## src/waveform_integral_minimum_two_channel_core_assert.svh

```systemverilog
// Assertion macros used by the core's RTL file.
`ifndef WAVEFORM_INTEGRAL_MINIMUM_TWO_CHANNEL_CORE_ASSERT_SVH
`define WAVEFORM_INTEGRAL_MINIMUM_TWO_CHANNEL_CORE_ASSERT_SVH

`ifndef SYNTHESIS
// Same-cycle implication, checked out of reset
`define WIMC_ASSERT_IMPLIES(label, ante, cons) \
  label: assert property (@(posedge clk) disable iff (!rst_n) (ante) |-> (cons)) \
    else $error("wimc assertion failed");
// Next-cycle implication, checked out of reset
`define WIMC_ASSERT_NEXT(label, ante, cons) \
  label: assert property (@(posedge clk) disable iff (!rst_n) (ante) |=> (cons)) \
    else $error("wimc assertion failed");
`else
`define WIMC_ASSERT_IMPLIES(label, ante, cons)
`define WIMC_ASSERT_NEXT(label, ante, cons)
`endif

`endif

```

## src/wimc_pkg.sv

```systemverilog
// Package: widths and constants of the waveform integral and minimum core.
package wimc_pkg;

  localparam int unsigned MAX_DATA_WORDS = 8192;

  localparam int unsigned WORD_W   = 32;
  localparam int unsigned SAMPLE_W = 16;
  localparam int unsigned LEN_W    = 14;
  localparam int unsigned POS_W    = 13;
  localparam int unsigned SUM_W    = 29;
  localparam int unsigned ACC_W    = SUM_W + 1;
  localparam int unsigned MIN_W    = SAMPLE_W + 1;
  localparam int unsigned IDX_W    = 13;

  localparam logic [SUM_W-1:0] SUM_LIMIT = '1;
  localparam logic [MIN_W-1:0] MIN_RESET = MIN_W'(1) << SAMPLE_W;
  localparam logic [LEN_W-1:0] LEN_MIN   = LEN_W'(2);
  localparam logic [LEN_W-1:0] LEN_MAX   = LEN_W'(MAX_DATA_WORDS);

  typedef logic [WORD_W-1:0]   word_t;
  typedef logic [SAMPLE_W-1:0] sample_t;
  typedef logic [LEN_W-1:0]    len_t;
  typedef logic [POS_W-1:0]    pos_t;
  typedef logic [SUM_W-1:0]    sum_t;
  typedef logic [ACC_W-1:0]    acc_t;
  typedef logic [MIN_W-1:0]    min_t;
  typedef logic [IDX_W-1:0]    idx_t;

endpackage

```

## src/wimc_if.sv

```systemverilog
// Interfaces: waveform word channel and channel summary channel.
interface wimc_in_if
  import wimc_pkg::*;
  ();
  logic  valid;
  logic  ready;
  word_t sample_word;
  len_t  data_words;

  modport source (output valid, output sample_word, output data_words, input ready);
  modport sink   (input valid, input sample_word, input data_words, output ready);
endinterface

interface wimc_out_if
  import wimc_pkg::*;
  ();
  logic    valid;
  logic    ready;
  logic    channel;
  sum_t    integral;
  sample_t minimum_value;
  idx_t    minimum_index;

  modport source (output valid, output channel, output integral, output minimum_value,
                  output minimum_index, input ready);
  modport sink   (input valid, input channel, input integral, input minimum_value,
                  input minimum_index, output ready);
endinterface

```

## src/waveform_integral_minimum_two_channel_core.sv

```systemverilog
// Top level: two-channel waveform integral and minimum finder.
// A channel's last word passes the input register, then the output register, to out_ch.
// Throughput: one waveform word per cycle, except during the stall below.
// An input register and an output register part the two sides, so input stalls only
// when a summary is pending and the output is held.
// Reset: synchronous, active low; clears the event position and the channel accumulators.
`include "waveform_integral_minimum_two_channel_core_assert.svh"

module waveform_integral_minimum_two_channel_core
  import wimc_pkg::*;
(
  input  logic       clk,
  input  logic       rst_n,
  wimc_in_if.sink    in_ch,
  wimc_out_if.source out_ch
);

  // Input register
  logic  s1_valid_r;
  word_t s1_word_r;
  len_t  s1_len_r;

  // Event and channel state
  pos_t  pos_r;
  len_t  len_r;
  sum_t  sum_r;
  min_t  min_r;
  idx_t  idx_r;

  // Output register
  logic    out_valid_r;
  logic    out_chan_r;
  sum_t    out_sum_r;
  sample_t out_min_r;
  idx_t    out_idx_r;

  // Update logic
  len_t    len_in;
  len_t    len_eff;
  pos_t    half;
  len_t    pos_inc;
  logic    in_ch0;
  pos_t    offset;
  sample_t lo;
  sample_t hi;
  idx_t    idx_lo;
  idx_t    idx_hi;
  acc_t    sum_full;
  sum_t    sum_nxt;
  min_t    min_mid;
  idx_t    idx_mid;
  min_t    min_nxt;
  idx_t    idx_nxt;
  logic    end0;
  logic    end1;
  logic    emit;
  logic    s1_go;

  // Clamp the event length and latch it on the first word of an event
  always_comb begin
    if (s1_len_r < LEN_MIN) begin
      len_in = LEN_MIN;
    end else if (s1_len_r > LEN_MAX) begin
      len_in = LEN_MAX;
    end else begin
      len_in = s1_len_r;
    end
    len_eff = (pos_r == '0) ? len_in : len_r;
  end

  // Locate the word within its channel
  always_comb begin
    half    = len_eff[LEN_W-1:1];
    pos_inc = {1'b0, pos_r} + LEN_W'(1);
    in_ch0  = (pos_r < half);
    offset  = in_ch0 ? pos_r : pos_r - half;
    idx_lo  = {offset[IDX_W-2:0], 1'b0};
    idx_hi  = {offset[IDX_W-2:0], 1'b1};
    end0    = (pos_inc == {1'b0, half});
    end1    = (pos_inc >= len_eff);
    emit    = end0 || end1;
  end

  // Accumulate both samples: saturating sum, first minimum wins ties
  always_comb begin
    lo       = s1_word_r[SAMPLE_W-1:0];
    hi       = s1_word_r[WORD_W-1:SAMPLE_W];
    sum_full = ACC_W'(sum_r) + ACC_W'(lo) + ACC_W'(hi);
    sum_nxt  = (sum_full > ACC_W'(SUM_LIMIT)) ? SUM_LIMIT : sum_full[SUM_W-1:0];
    if ({1'b0, lo} < min_r) begin
      min_mid = {1'b0, lo};
      idx_mid = idx_lo;
    end else begin
      min_mid = min_r;
      idx_mid = idx_r;
    end
    if ({1'b0, hi} < min_mid) begin
      min_nxt = {1'b0, hi};
      idx_nxt = idx_hi;
    end else begin
      min_nxt = min_mid;
      idx_nxt = idx_mid;
    end
  end

  // Advance unless a summary is due and the output register is blocked
  assign s1_go       = s1_valid_r && (!emit || !out_valid_r || out_ch.ready);
  assign in_ch.ready = !s1_valid_r || s1_go;

  // Hold the input transaction
  always_ff @(posedge clk) begin
    if (!rst_n) begin
      s1_valid_r <= 1'b0;
    end else if (in_ch.ready) begin
      s1_valid_r <= in_ch.valid;
    end
    if (in_ch.valid && in_ch.ready) begin
      s1_word_r <= in_ch.sample_word;
      s1_len_r  <= in_ch.data_words;
    end
  end

  // Update event position and channel accumulators
  always_ff @(posedge clk) begin
    if (!rst_n) begin
      pos_r <= '0;
      len_r <= '0;
      sum_r <= '0;
      min_r <= MIN_RESET;
      idx_r <= '0;
    end else if (s1_go) begin
      pos_r <= end1 ? '0 : pos_inc[POS_W-1:0];
      len_r <= len_eff;
      if (emit) begin
        sum_r <= '0;
        min_r <= MIN_RESET;
        idx_r <= '0;
      end else begin
        sum_r <= sum_nxt;
        min_r <= min_nxt;
        idx_r <= idx_nxt;
      end
    end
  end

  // Load the summary transaction, drop it once taken
  always_ff @(posedge clk) begin
    if (!rst_n) begin
      out_valid_r <= 1'b0;
    end else if (s1_go && emit) begin
      out_valid_r <= 1'b1;
    end else if (out_ch.ready) begin
      out_valid_r <= 1'b0;
    end
    if (s1_go && emit) begin
      out_chan_r <= !in_ch0;
      out_sum_r  <= sum_nxt;
      out_min_r  <= min_nxt[SAMPLE_W-1:0];
      out_idx_r  <= idx_nxt;
    end
  end

  assign out_ch.valid         = out_valid_r;
  assign out_ch.channel       = out_chan_r;
  assign out_ch.integral      = out_sum_r;
  assign out_ch.minimum_value = out_min_r;
  assign out_ch.minimum_index = out_idx_r;

  // Checks on event tracking and accumulators
  `WIMC_ASSERT_IMPLIES(a_pos_in_event, pos_r != '0, {1'b0, pos_r} < len_r)
  `WIMC_ASSERT_IMPLIES(a_len_in_range, pos_r != '0, (len_r >= LEN_MIN) && (len_r <= LEN_MAX))
  `WIMC_ASSERT_NEXT(a_clear_after_emit, s1_go && emit,
                    (sum_r == '0) && (min_r == MIN_RESET) && out_valid_r)
  `WIMC_ASSERT_NEXT(a_hold_when_blocked, s1_valid_r && emit && out_valid_r && !out_ch.ready,
                    s1_valid_r && $stable(pos_r) && $stable(sum_r))

endmodule

```

## src/flat_wrapper.sv

```systemverilog
// flat-port wrapper written by rule: the top's interface ports become plain ports
module waveform_integral_minimum_two_channel_core_flat import wimc_pkg::*;
  (clk, rst_n, in_ch_valid, in_ch_sample_word, in_ch_data_words, in_ch_ready, out_ch_valid, out_ch_channel, out_ch_integral, out_ch_minimum_value, out_ch_minimum_index, out_ch_ready);
  wimc_in_if in_ch_i ();
  wimc_out_if out_ch_i ();
  input  logic clk;
  input  logic rst_n;
  input wire logic [$bits(in_ch_i.valid)-1:0] in_ch_valid;
  input wire logic [$bits(in_ch_i.sample_word)-1:0] in_ch_sample_word;
  input wire logic [$bits(in_ch_i.data_words)-1:0] in_ch_data_words;
  output wire logic [$bits(in_ch_i.ready)-1:0] in_ch_ready;
  output wire logic [$bits(out_ch_i.valid)-1:0] out_ch_valid;
  output wire logic [$bits(out_ch_i.channel)-1:0] out_ch_channel;
  output wire logic [$bits(out_ch_i.integral)-1:0] out_ch_integral;
  output wire logic [$bits(out_ch_i.minimum_value)-1:0] out_ch_minimum_value;
  output wire logic [$bits(out_ch_i.minimum_index)-1:0] out_ch_minimum_index;
  input wire logic [$bits(out_ch_i.ready)-1:0] out_ch_ready;
  assign in_ch_i.valid = in_ch_valid;
  assign in_ch_i.sample_word = in_ch_sample_word;
  assign in_ch_i.data_words = in_ch_data_words;
  assign in_ch_ready = in_ch_i.ready;
  assign out_ch_valid = out_ch_i.valid;
  assign out_ch_channel = out_ch_i.channel;
  assign out_ch_integral = out_ch_i.integral;
  assign out_ch_minimum_value = out_ch_i.minimum_value;
  assign out_ch_minimum_index = out_ch_i.minimum_index;
  assign out_ch_i.ready = out_ch_ready;
  waveform_integral_minimum_two_channel_core u_core (.clk(clk), .rst_n(rst_n), .in_ch(in_ch_i), .out_ch(out_ch_i));
endmodule
```

## config.mk

```make
export PLATFORM = sky130hd
export DESIGN_NAME = waveform_integral_minimum_two_channel_core_flat
export DESIGN_NICKNAME = d
export VERILOG_FILES = /design/src/wimc_pkg.sv /design/src/wimc_if.sv /design/src/waveform_integral_minimum_two_channel_core.sv /design/src/flat_wrapper.sv
export VERILOG_INCLUDE_DIRS = /design/src /design/src/src
export SDC_FILE = /design/constraint.sdc
export NUM_CORES = 1
export LEC_CHECK = 0
export ABC_AREA = 1
export BUFFER_PORTS_ARGS = -buffer_cell sky130_fd_sc_hd__clkbuf_2
export CAP_MARGIN = 20
export CELL_PAD_IN_SITES_DETAIL_PLACEMENT = 1
export CELL_PAD_IN_SITES_GLOBAL_PLACEMENT = 1
export CORE_UTILIZATION = 30
export CTS_CLUSTER_DIAMETER = 150
export CTS_CLUSTER_SIZE = 24
export DETAILED_ROUTE_END_ITERATION = 8
export GPL_TIMING_DRIVEN = 0
export PLACE_DENSITY = 0.57
export REMOVE_ABC_BUFFERS = 1
export SLEW_MARGIN = 20
export SYNTH_ARGS = -nofsm -noshare
export SYNTH_HDL_FRONTEND = slang
export SYNTH_SLANG_ARGS = --single-unit
```

## constraint.sdc

```tcl
create_clock -name clk -period 6.42 [get_ports clk]
set_input_delay 1.284 -clock clk [delete_from_list [all_inputs] [get_ports clk]]
set_output_delay 1.284 -clock clk [all_outputs]
set_load 0.01 [all_outputs]
```

After elaboration in Yosys (flattened, before gate mapping):

Index checks and enable logic that the tools add are counted.

* flip-flop bits (word level): 193
* bits of input ports: 50
* output and inout bits: 61

* $add $sub $neg: 4
* magnitude comparators: 7
* eq/ne operators: 1
* mux-type cells: 15
* reduce and logical (&&, ||, !) cells: 13

Operators with widths (number)
* $mux W29: 2
* $mux W13: 4
* $mux W17: 3
* $mux W14: 3
* $lt A16 B17 Y1: 2
* $add A29 B16 Y30: 1
* $add A30 B16 Y30: 1
* $gt A30 B29 Y1 const B: 1
* $add A13 B1 Y14 const B: 1
* $eq A14 B13 Y1: 1
* $ge A14 B14 Y1: 1
* $gt A14 B14 Y1 const B: 1
* $lt A14 B2 Y1 const B: 1
* $logic_not A13 Y1: 1
* $lt A13 B13 Y1: 1
* $mux W12: 1
* $sub A12 B12 Y12: 1
* $logic_not A1 Y1: 4
* $logic_or A1 B1 Y1: 4
* $logic_and A1 B1 Y1: 3
* $mux W1: 2
* $reduce_bool A2 Y1: 1

Longest topological paths before layout:

Gate-level depths: netlist (run 1).

* word-level depth: 12
* mapped depth: 27
* depth with buffers taken out: 26

Worst setup path after synthesis (run 1):

OpenSTA, ideal clock, no wires.

* path kind: reg2reg
* start point: register u_core.pos_r[0]
* end point: register u_core.out_chan_r, in the netlist u_core.out_ch.channel (enable)
* arrival time: 3848 ps
* data required time: 6007 ps
* setup slack: 2159 ps
* cell stages (with the launch flop): 20
* path buffers: 1
* clock period less this slack: 4261 ps
* cells stage by stage: dfxtp_1 -> inv_1 -> ha_1 -> nor3b_2 -> nand2_2 -> nor2_8 -> buf_6 -> nand3_1 -> o21ai_2 -> inv_1 -> ha_1 -> a21oi_1 -> nor2_1 -> o21bai_2 -> nand2_1 -> nor2_4 -> nand3_4 -> a21oi_4 -> nand2_1 -> inv_1

* cells in the longest elaborated chain, start to end: 9
* elaborated cells on any way between the ends: 11

RTL lines
* start: declaration: RTL line waveform_integral_minimum_two_channel_core.sv:24 `pos_t pos_r;`
* start signal: assignment: RTL line waveform_integral_minimum_two_channel_core.sv:132 `pos_r <= end1 ? '0 : pos_inc[POS_W-1:0];`
* parallel branches: the longest is 3 deep, another holds $add A13 B1 Y14
* $logic_or A1 B1 Y1 *: RTL line waveform_integral_minimum_two_channel_core.sv:81 `emit = end0 || end1;`
* $logic_not A1 Y1: RTL line waveform_integral_minimum_two_channel_core.sv:107 `assign s1_go = s1_valid_r && (!emit || !out_valid_r || out_ch.ready);`
* $logic_or A1 B1 Y1 (2 in series): RTL line waveform_integral_minimum_two_channel_core.sv:107
* $logic_and A1 B1 Y1: RTL line waveform_integral_minimum_two_channel_core.sv:107
* $logic_and A1 B1 Y1 *: RTL line waveform_integral_minimum_two_channel_core.sv:155 `if (s1_go && emit) begin`
* end signal: assignment: RTL line waveform_integral_minimum_two_channel_core.sv:156 `out_chan_r <= !in_ch0;`
* end: declaration: RTL line waveform_integral_minimum_two_channel_core.sv:32 `logic out_chan_r;`

Every way passes the cells marked *.
A chain may end at the register's enable or synchronous reset.

Worst setup path after layout (run 1):

* start point: register u_core.s1_word_r[2]
* end point: register u_core.out_idx_r[2], in the netlist u_core.out_ch.minimum_index[2] (data pin)

* cells in the longest elaborated chain, start to end: 4
* elaborated cells on any way between the ends: 5

RTL lines
* start: declaration: RTL line waveform_integral_minimum_two_channel_core.sv:20 `word_t s1_word_r;`
* start signal: assignment: RTL line waveform_integral_minimum_two_channel_core.sv:118 `s1_word_r <= in_ch.sample_word;`
* $lt A16 B17 Y1: RTL line waveform_integral_minimum_two_channel_core.sv:90 `if ({1'b0, lo} < min_r) begin`
* $mux W17: RTL line waveform_integral_minimum_two_channel_core.sv:90
* $lt A16 B17 Y1: RTL line waveform_integral_minimum_two_channel_core.sv:97 `if ({1'b0, hi} < min_mid) begin`
* $mux W13 *: RTL line waveform_integral_minimum_two_channel_core.sv:97
* via u_core.idx_nxt[2]: RTL line waveform_integral_minimum_two_channel_core.sv:53 `idx_t idx_nxt;`
* end signal: assignment: RTL line waveform_integral_minimum_two_channel_core.sv:159 `out_idx_r <= idx_nxt;`
* end: declaration: RTL line waveform_integral_minimum_two_channel_core.sv:35 `idx_t out_idx_r;`

The timed path passes the listed nets; every way through them passes the cells marked *.

==> results_dict.tcl, run 1 <==
set metrics [dict create \
    outcome "finished, final reports clean" \
    p_leak_nw 5.59 \
    core_mm2 0.0366 \
    place_inst 1874 \
    grt_pass1_vias 9459 \
    cp_max_fo 34 \
    avgSynthCellArea_um2 8.37 \
    antenna_found_initial 0 \
    grt_first_pass_wirelength_mm 52.0 \
    cp-startpoint "u_core.s1_word_r[2]" \
    max-slew-margin-rel 0.526 \
    synth_ff_type "edfxtp_1" \
    area_growth_pct 15.2 \
    die_width_um 195 \
    period_needed_ps 5570 \
    synthArstFlopShare 0 \
    clockBufferDepth 2 \
    reg2regPathDepth 22 \
    cts_tree "built" \
    grt_usage 0.175 \
    drt_pass1_iterations 4 \
    vdd_ir_drop_max_v 0.000198 \
    worstSetupPathType "flop to flop" \
    hold_class "flop to flop" \
    grt_overflow 0 \
    reg2reg_slack_ps 850 \
    die_h_um 195 \
    finalSetupViolCount 0 \
    drt-initial-drc-count 377 \
    fin_crit_sh 0.867 \
    dp_slack_ps 438 \
    port_buffers 110 \
    place.gp.congestion 0.804 \
    routed_wirelength_mm 31.8 \
    syn_inst 1332 \
    rsz0062_at_grt "false" \
    synth_common_cells "336 x nand2_1, 134 x inv_1, 122 x nor2_1, 105 x edfxtp_1, 104 x a21oi_1" \
    power.density_mw_per_mm2 301 \
    timing.fmax_mhz 180 \
    drv_cap 0 \
    multi_input_area_mm2 0.00544 \
    dieArea_mm2 0.0379 \
    hold_viol_final 0 \
    ys_top_cells_by_area "edfxtp_1 28%, dfxtp_1 16%, nand2_1 11%, ha_1 7.9%, a21oi_1 4.7%" \
    nets 1562 \
    antenna_cells 0 \
    ant_nets 0 \
    synth_cell_types 54 \
    finalMaxSlewViolations 0 \
    worstMarginPinSlew_ps 708 \
    required_ps 6610 \
    fin_skew_ps 13.5 \
    r2r-start "u_core.s1_word_r[2]" \
    ys_ff_latch 193 \
    yosysMostFrequentCell "nand2_1" \
    cts_hold_buffers 0 \
    yosys.area.top_type_share 0.283 \
    synth_largest_area_cell "edfxtp_1" \
    synth_warnings 0 \
    clkLatencyLatePin_ps 460 \
    h-tree-depth 4 \
    startpoint_type "flop" \
    dpl.hpwl_mm 23.6 \
    synth_edf_count 105 \
    rr_endpoint "u_core.out_ch.minimum_index[2]" \
    grt_max_degree 97 \
    drive_above_1_share 0.157 \
    clk_pin_slew_ps 80 \
    final_util 0.351 \
    start_util 0.305 \
    seq_area_mm2 0.00491 \
    synth_seq_area_share 0.441 \
    cp.arrival_ps 5750 \
    postPlaceCellArea_mm2 0.0122 \
    cts_made_buffers 17 \
    clockRootBuffer "clkbuf_16" \
    num_vias 9094 \
    crit_end "u_core.out_ch.minimum_index[2]" \
    finalNonFillerCells 1906 \
    final.setup.worst_slack_ps 854 \
    syn_area_mm2 0.0111 \
    ios 111 \
    fill_cells 4363 \
    clock-sinks 193 \
    viasPerCell 4.77 \
    endpoint_kind "flop" \
    post_drt_wl_per_cell_um 16.7 \
    rows 70 \
    post-route-cell-area_mm2 0.0128 \
    hp-start "u_core.idx_r[3]" \
    drc 0 \
]
worst max-delay path: stages (launching register included):
cell      delay (ps)
edfxtp_1         470
ha_1             320
a21oi_1          220
nor2_1            60
o21ai_0          140
nand3_1           90
nand2_1           70
nand3_1          490
buf_8            370
inv_1            200
nand2_1           70
o21ai_0           80
inv_1             80
ha_1             290
a21oi_1          140
o21ai_0          140
a221oi_1         370
o21a_1           190
nand2_2          410
nand2_2          470
clkinv_1         340
nand2_1          140
nand2_1          120
sequential cells by signal, indices dropped and copies added (netlist names):
register	flops
u_core.out_ch.minimum_value	16
u_core.idx_r	13
u_core.s1_len_r	14
u_core.out_ch.minimum_index	13
u_core.out_ch.channel	1
u_core.out_ch.valid	1
u_core.pos_r	13
u_core.min_r	17
u_core.out_ch.integral	29
u_core.s1_word_r	32
u_core.len_r	14
u_core.sum_r	29
u_core.s1_valid_r	1
how the worst min path moves through the flow:
| stage | end | slack [ps] | cells after the start |
|---|---|---|---|
| CTS | u_core.idx_r[3] | 470 | 2 |
| global route | u_core.min_r[2] | 490 | 2 |
| floorplan | u_core.idx_r[10] | 440 | 2 |
| global placement | u_core.idx_r[10] | 450 | 2 |
| detailed placement | u_core.idx_r[3] | 460 | 2 |
| finish | u_core.idx_r[3] | 470 | 2 |
power by group:
group | switching [W] | internal [W] | total (W)
combinational | 0.000761 | 0.000398 | 0.00116
clock | 0.000571 | 0.000616 | 0.00119
sequential | 0.0000680 | 0.00145 | 0.00152
placed cells by master (no fill, tap or decap), types with 6 or more instances in the layout:
master / synthesis / final
inv_2: 9 / 9
xnor2_1: 10 / 10
dfxtp_1: 88 / 88
nand2_1: 336 / 333
nand4_1: 17 / 17
nand3_1: 81 / 81
fa_1: 17 / 17
edfxtp_1: 105 / 105
clkbuf_2: 1 / 110
xor2_1: 27 / 27
nand2_2: 27 / 30
o21ai_0: 60 / 60
nor3_1: 7 / 7
clkbuf_16: 0 / 17
a21oi_1: 104 / 104
a21oi_2: 11 / 11
nor2_1: 122 / 122
or2_2: 6 / 6
ha_1: 70 / 70
inv_1: 134 / 132
layer usage:
| metal | global-route usage | routed length [µm] | share of wire | vias up |
|---|---|---|---|---|
| met4 | 0.0437 | 336 | 0.011 | 0 |
| met3 | 0.0246 | 694 | 0.022 | 18 |
| met5 | 0 | 0 | 0 | - |
| met2 | 0.280 | 14400 | 0.45 | 94 |
| li1 | - | - | - | 4579 |
| met1 | 0.246 | 16400 | 0.52 | 4403 |
cell families after synthesis:
family,Yosys count,share of synthesized area
compound gates,203,0.102
xor+xnor,37,0.0291
fa+ha+maj,87,0.109
buf+inv,187,0.0731
flops,193,0.441
simple gates,625,0.246
repair_timing:
action                                  4_1_cts  5_1_grt
gates resized for setup                       0        1
setup buffers                                 0        0
endpoints found under the setup margin        0       10
layout make-up:
cell class,count,share of cell area
clock inverters,14,0.0168
clock buffers,18,0.0342
repair buffers,116,0.0542
flip-flops and latches,193,0.383
well taps,468,0.0456
inverters,145,0.0430
multi-input cells,952,0.423
per-stage QoR:
stage	total power, W	hold slack (ps)	setup TNS, ps
after global routing	0.00412	487	0
after floorplan	0.00232	441	0
final	0.00387	467	0
after global placement	0.00268	448	-5330
after CTS	0.00392	469	0
after detailed placement	0.00271	457	0
(Power assumes the default switching activity.)
==> run 2, diff against run 1 <==
Settings changed: ABC_AREA 1 to default, PLACE_DENSITY 0.57 to 0.56.
==> run 2 against run 1 <==
  * Critical path depth is 4 lower
  * Cell area is 2.3% higher
  * Flip-flop and latch count stayed put
  * Final cell count is 12% lower
  * Hold slack better by 2.6 ps
  * Die area is 0.32% lower
  * Critical path type is now flop to output pin
==> results_dict.tcl, run 2 <==
set metrics [dict create \
    outcome "finished, final reports clean" \
    hp-start "u_core.sum_r[1]" \
    synthMuxAreaShare 0.0438 \
    cp_cell_sequence "inv_1 -> ha_1 -> nor4b_4 -> buf_4 -> nand3_4 -> nor3b_1 -> a21oi_2 -> ha_1 -> and3_1 -> a221o_1 -> a21o_1 -> a211oi_1 -> o221ai_1 -> a21oi_4 -> buf_8 -> nand2_1 -> nand3_1 -> clkbuf_2" \
    rows 70 \
    drive_above_1_share 0.188 \
    clkLatencyLatePin_ps 450 \
    reg2reg_slack_ps 1090 \
    timing.fmax_mhz 163 \
    synth_largest_area_cell "edfxtp_1" \
    rr_endpoint "u_core.idx_r[9]" \
    ys_top_cells_by_area "edfxtp_1 28%, dfxtp_1 16%, ha_1 7.9%, mux2i_1 3.9%, a21oi_1 3.3%" \
    grt_max_degree 44 \
    synth_edf_count 105 \
    cts_tree "built" \
    reg2regPathDepth 19 \
    p_leak_nw 5.20 \
    post-route-cell-area_mm2 0.0131 \
    power.density_mw_per_mm2 277 \
    avgSynthCellArea_um2 10.1 \
    startpoint_type "flop" \
    clk_pin_slew_ps 70 \
    rsz0062_at_grt "false" \
    die_h_um 194 \
    synth_top_family_by_area "compound AO/OA/AOI/OAI gates" \
    synth_cell_types 77 \
    max-slew-margin-rel 0.370 \
    crit_family "compound AO/OA/AOI/OAI gates" \
    h-tree-depth 4 \
    cts_hold_buffers 0 \
    area_growth_pct 18.2 \
    antenna_found_initial 0 \
    antenna_cells 0 \
    syn_area_mm2 0.0111 \
    finalSetupViolCount 0 \
    fin_skew_ps 12.7 \
    worstSetupPathType "flop to output pin" \
    r2r-start "u_core.pos_r[0]" \
    synth_ff_type "edfxtp_1" \
    fill_cells 4061 \
    synthArstFlopShare 0 \
    clockBufferDepth 2 \
    layout_commonest_cell "clkbuf_2" \
    ios 111 \
    finalMaxSlewViolations 0 \
    clock-sinks 193 \
    port_buffers 110 \
    die_width_um 194 \
    worstMarginPinSlew_ps 937 \
    yosys.area_share.adder 0.111 \
    grt_first_pass_wirelength_mm 50.3 \
    hold_class "flop to flop" \
    cp.arrival_ps 4870 \
    cp_max_fo 11 \
    dpl.hpwl_mm 24.1 \
    start_util 0.304 \
    grt_util_met1 0.249 \
    clockRootBuffer "clkbuf_16" \
    drt_pass1_iterations 5 \
    drc 0 \
    routed_wirelength_mm 31.7 \
    cts_made_buffers 17 \
    use_met3 0.0236 \
    fin_crit_sh 0.958 \
    regMostFlops "u_core.s1_word_r" \
    mostFrequentLayoutCells "110 x clkbuf_2, 105 x edfxtp_1, 91 x nand2_1, 85 x dfxtp_1, 75 x inv_1" \
    viasPerCell 5.10 \
    required_ps 5140 \
    postPlaceCellArea_mm2 0.0124 \
    place.gp.congestion 0.816 \
    critPathSlowestCell "dfxtp_1" \
    synth_warnings 0 \
    ant_nets 0 \
    synth_simple_gate_area_frac 0.144 \
    post_drt_wl_per_cell_um 18.8 \
    synth_xor_area_frac 0.0347 \
    nets 1340 \
    dieArea_mm2 0.0378 \
    yosys.area.top_type_share 0.284 \
    syn_inst 1101 \
    drt-initial-drc-count 408 \
    min_path_cells 2 \
    top_usage_layer "met2" \
    drv_cap 0 \
    critPathBufInv 4 \
    grt_usage 0.171 \
    hold_viol_final 0 \
    endpoint_kind "output pin" \
    num_vias 8593 \
    synth_compound_area_frac 0.173 \
    period_needed_ps 6150 \
    yosysMostFrequentCell "edfxtp_1" \
    grt_overflow 0 \
    synth_seq_area_share 0.442 \
    synth_common_cells "105 x edfxtp_1, 91 x nand2_1, 88 x dfxtp_1, 75 x inv_1, 74 x a21oi_1" \
    core_mm2 0.0365 \
    largest_reg_flops 32 \
    ys_ff_latch 193 \
    grt_pass1_vias 8741 \
    p_total_w 0.00364 \
    use_met2 0.265 \
    cpMostUsedCell "ha_1" \
    critPathMaxStageDelay_ps 380 \
    holdPathEnd "u_core.sum_r[1]" \
    vdd_ir_drop_max_v 0.000193 \
]
==> run 2: cell types whose count changed in the layout (fill, tap and decap cells not counted), sizes merged, moves of 17 or more <==
cell,before,now
nand2,365,91
a21o,5,33
inv,150,84
buf,6,29
nor2,126,61
nor2b,0,17
a21oi,116,74
mux2i,0,44
xnor2,10,29
o21ai,64,43
o32ai,0,21
a211oi,0,21
nand3,85,33
==> run 2: report_power, final <==
group / switching, W / internal [W]
Sequential: 0.0000613 / 0.00141
Combinational: 0.000632 / 0.000460
Clock: 0.000526 / 0.000548
==> run 2: worst register-to-register path, delay by kind of cell (launching register included) <==
family | cells | cell delay [ps]
DFF | 1 | 380
AOI/OAI and AO/OA | 7 | 1910
buffers and inverters | 4 | 710
adders and majority gates | 2 | 550
and+or+nand+nor | 6 | 1720
==> run 2: kinds of logic (layout without fill, tap and decap cells) <==
kind of cell    count (synthesis)  after routing
fa+ha+maj                      89             89
xor+xnor                       44             44
flops                         193            193
simple gates                  315            315
buf+inv                       132            247
mux                            47             47
compound gates                281            281
==> run 2: repair_timing <==
item,in CTS,in global routing
setup endpoints to repair,80,1
endpoints found under the hold margin,0,0
pin swaps,0,3
setup buffers,2,6
gates resized for setup,17,2
==> run 2: per-stage QoR <==
step / setup slack, ps / std cells / utilization / hold WS (ps) / TNS, ps
3_3_place_gp: -4220 / 1623 / 0.328 / 446 / -562690
2_1_floorplan: -761 / 1045 / - / 436 / -48820
5_1_grt: 54.6 / 1684 / 0.360 / 485 / 0
6_report: 267 / 1684 / 0.360 / 470 / 0
3_5_place_dp: -771 / 1644 / 0.339 / 460 / -12380
4_1_cts: 4.10 / 1678 / 0.358 / 472 / 0
==> run 2: how the worst max path moves through the flow <==
stage	start	end	cells past startpoint	slack, ps
3_5_place_dp	u_core.pos_r[1]	in_ch_ready	16	-770
6_report	u_core.pos_r[0]	in_ch_ready	18	270
2_1_floorplan	u_core.pos_r[1]	u_core.s1_len_r[0]	14	-760
3_3_place_gp	u_core.pos_r[1]	u_core.s1_word_r[17]	14	-4220
5_1_grt	u_core.pos_r[0]	in_ch_ready	16	50
4_1_cts	u_core.pos_r[1]	in_ch_ready	16	4
==> run 2: final cells by class <==
class                      instances  area [µm²]  share of cell area
clock buffer                      17         425              0.0324
clock inverter                    15         149              0.0113
inverter                          76         288              0.0219
multi-input combinational        776        5800               0.441
sequential                       193        4920               0.374
tap                              468         586              0.0446
timing repair buffer             139         973              0.0741
==> run 2: routing by layer <==
layer / routed length [µm] / part of all wire
met3: 956 / 0.030
met4: 374 / 0.012
met2: 14200 / 0.45
met5: 0 / 0
met1: 16200 / 0.51
==> run 3, diff against run 2 <==
Settings changed: RECOVER_POWER from default to 100.
==> run 3 against run 2 <==
  * Critical path depth is the same
  * Utilization down 0.78 points
  * Combinational power hardly changed
  * Via count rose by 0.26%
  * Wire length grew 0.64%
  * Cell area decreased by 2.2%
  * Clock power is essentially flat
  * Sequential power about the same
  * Total power decreased by 0.55%
  * Clock skew hardly changed
  * First-iteration DRC count increased by 13%
  * Setup slack improved by 73 ps
  * Critical path type unchanged
  * Critical endpoint unchanged
  * Largest power group unchanged
==> results_dict.tcl, run 3 (synthesis results as in run 2) <==
set metrics [dict create \
    p_switching_w 0.00121 \
    dieArea_mm2 0.0378 \
    clkPwrFrac 0.297 \
    largest_reg_flops 32 \
    ios 111 \
    grt_usage 0.171 \
    area_growth_pct 15.7 \
    viasPerCell 5.12 \
    h-tree-depth 4 \
    grt_first_pass_wirelength_mm 50.3 \
    hold_class "flop to flop" \
    critPathMaxStageDelay_ps 380 \
    period_needed_ps 6080 \
    start_util 0.304 \
    comb_power_share 0.296 \
    fin_crit_sh 0.947 \
    internal_power_w 0.00240 \
    cp_max_fo 11 \
    hold_viol_final 0 \
    clockBufferDepth 2 \
    fin_skew_ps 13.1 \
    drt_pass1_iterations 5 \
    critPathSlowestCell "dfxtp_1" \
    nets 1340 \
    post-route-cell-area_mm2 0.0129 \
    antenna_cells 0 \
    finalSetupViolCount 0 \
    required_ps 5140 \
    reg2reg_slack_ps 430 \
    finalNonFillerCells 1684 \
    drive_above_1_share 0.119 \
    routed_wirelength_mm 31.9 \
    worstMarginPinSlew_ps 1430 \
    crit_family "compound AO/OA/AOI/OAI gates" \
    worstSetupPathType "flop to output pin" \
    cts_made_buffers 17 \
    finalMaxSlewViolations 0 \
    regMostFlops "u_core.s1_word_r" \
    max-slew-margin-rel 0.0430 \
    hp-start "u_core.sum_r[1]" \
    post_drt_wl_per_cell_um 18.9 \
    mostFrequentLayoutCells "105 x edfxtp_1, 91 x nand2_1, 85 x dfxtp_1, 75 x inv_1" \
    port_buffers 110 \
    power.density_mw_per_mm2 281 \
    ant_nets 0 \
    die_width_um 194 \
    cpMostUsedCell "ha_1" \
    antenna_found_initial 0 \
    cp-startpoint "u_core.pos_r[0]" \
    clk_pin_slew_ps 70 \
    place_inst 1644 \
    place.gp.congestion 0.816 \
    sequentialPowerShare 0.407 \
    drv_cap 0 \
    endpoint_kind "output pin" \
    grt_max_degree 44 \
    p_leak_nw 4.94 \
    startpoint_type "flop" \
    clock-sinks 193 \
    cp.arrival_ps 4800 \
    grt_overflow 0 \
    drc 0 \
    rows 70 \
    clockRootBuffer "clkbuf_16" \
    timing.hold.ws_ps 470 \
    die_h_um 194 \
    outcome "finished, final reports clean" \
    rsz0062_at_grt "false" \
    vdd_ir_drop_max_v 0.000192 \
    critPathBufInv 4 \
    core_mm2 0.0365 \
    netSwitchingFraction 0.335 \
    r2r-start "u_core.pos_r[0]" \
    layout_commonest_cell "edfxtp_1" \
    timing.fmax_mhz 164 \
    drt-initial-drc-count 463 \
    cts_hold_buffers 0 \
    cp_cell_sequence "inv_1 -> ha_1 -> nor4b_4 -> buf_4 -> nand3_4 -> nor3b_1 -> a21oi_2 -> ha_1 -> and3_1 -> a221o_1 -> a21o_1 -> a211oi_1 -> o221ai_1 -> a21oi_4 -> buf_8 -> nand2_1 -> nand3_1 -> clkbuf_1" \
    clkLatencyLatePin_ps 450 \
    cts_tree "built" \
    postPlaceCellArea_mm2 0.0124 \
    final_util 0.352 \
    grt_pass1_vias 8741 \
    dpl.hpwl_mm 24.1 \
    num_vias 8615 \
]
[run 3: changes by cell type in the layout (fill, tap and decap cells not counted), moves of 2 or more]
cell / change
nor3_1: +2
clkbuf_2: -62
buf_6: -3
clkbuf_1: +72
buf_4: -2
buf_16: -4
nor3_2: -2
[run 3: stage by stage]
stage / setup slack, ps / power [W] / TNS (ps)
after floorplan: -761 / 0.00222 / -48820
after global placement: -4220 / 0.00254 / -562690
after detailed placement: -771 / 0.00258 / -12380
after CTS: 4.10 / 0.00369 / 0
after global routing: 32.2 / 0.00383 / 0
final: 341 / 0.00362 / 0
[run 3: worst reg2reg max path, stage by stage, from the launching register on]
cell      delay (ps)
dfxtp_1          380
inv_1            140
ha_1             220
nor4b_4          210
buf_4            180
nand3_4          210
nor3b_1          320
a21oi_2          120
ha_1             330
and3_1           170
a221o_1          350
a21o_1           210
a211oi_1         290
o221ai_1         280
a21oi_4          260
buf_8            160
nand2_1          110
a31oi_1          910
buf_16           250
clkbuf_2         510
[run 3: final cells by class]
class / count / area (µm²)
clock inverter: 15 / 149
clock buffer: 17 / 425
sequential: 193 / 4920
fill: 4078 / 23700
multi-input combinational: 776 / 5730
timing repair buffer: 139 / 759
tap: 468 / 586
inverter: 76 / 288
[run 3: routing by layer]
| metal | share of wire | up-vias | GRT usage |
|---|---|---|---|
| met1 | 0.51 | 4217 | 0.249 |
| met3 | 0.031 | 22 | 0.0236 |
| met4 | 0.012 | 0 | 0.0447 |
| met5 | 0 | - | 0 |
| li1 | - | 4238 | - |
| met2 | 0.44 | 138 | 0.265 |
[run 3: worst paths after layout]
check / to / depth (start not counted)
setup / recovery: in_ch_ready / 18
hold / removal: u_core.sum_r[1] / 2
setup reg to reg: u_core.s1_len_r[8] / 19
hold reg to reg: u_core.sum_r[1] / 2
[run 3: power by group through the flow]
stage	registers, W	logic (W)	clock network [W]
floorplan	0.00149	0.000735	0
global placement	0.00150	0.00103	0
detailed placement	0.00150	0.00108	0
CTS	0.00147	0.00110	0.00112
global route	0.00148	0.00119	0.00116
finish	0.00147	0.00107	0.00107
[run 3: repair_timing]
| action | 4_1_cts | 5_1_grt |
|---|---|---|
| endpoints found under the setup margin | 80 | 1 |
| resized for setup | 17 | 2 |
| cloned | 0 | 0 |
| pin swaps | 0 | 3 |
| buffers inserted | 2 | 6 |
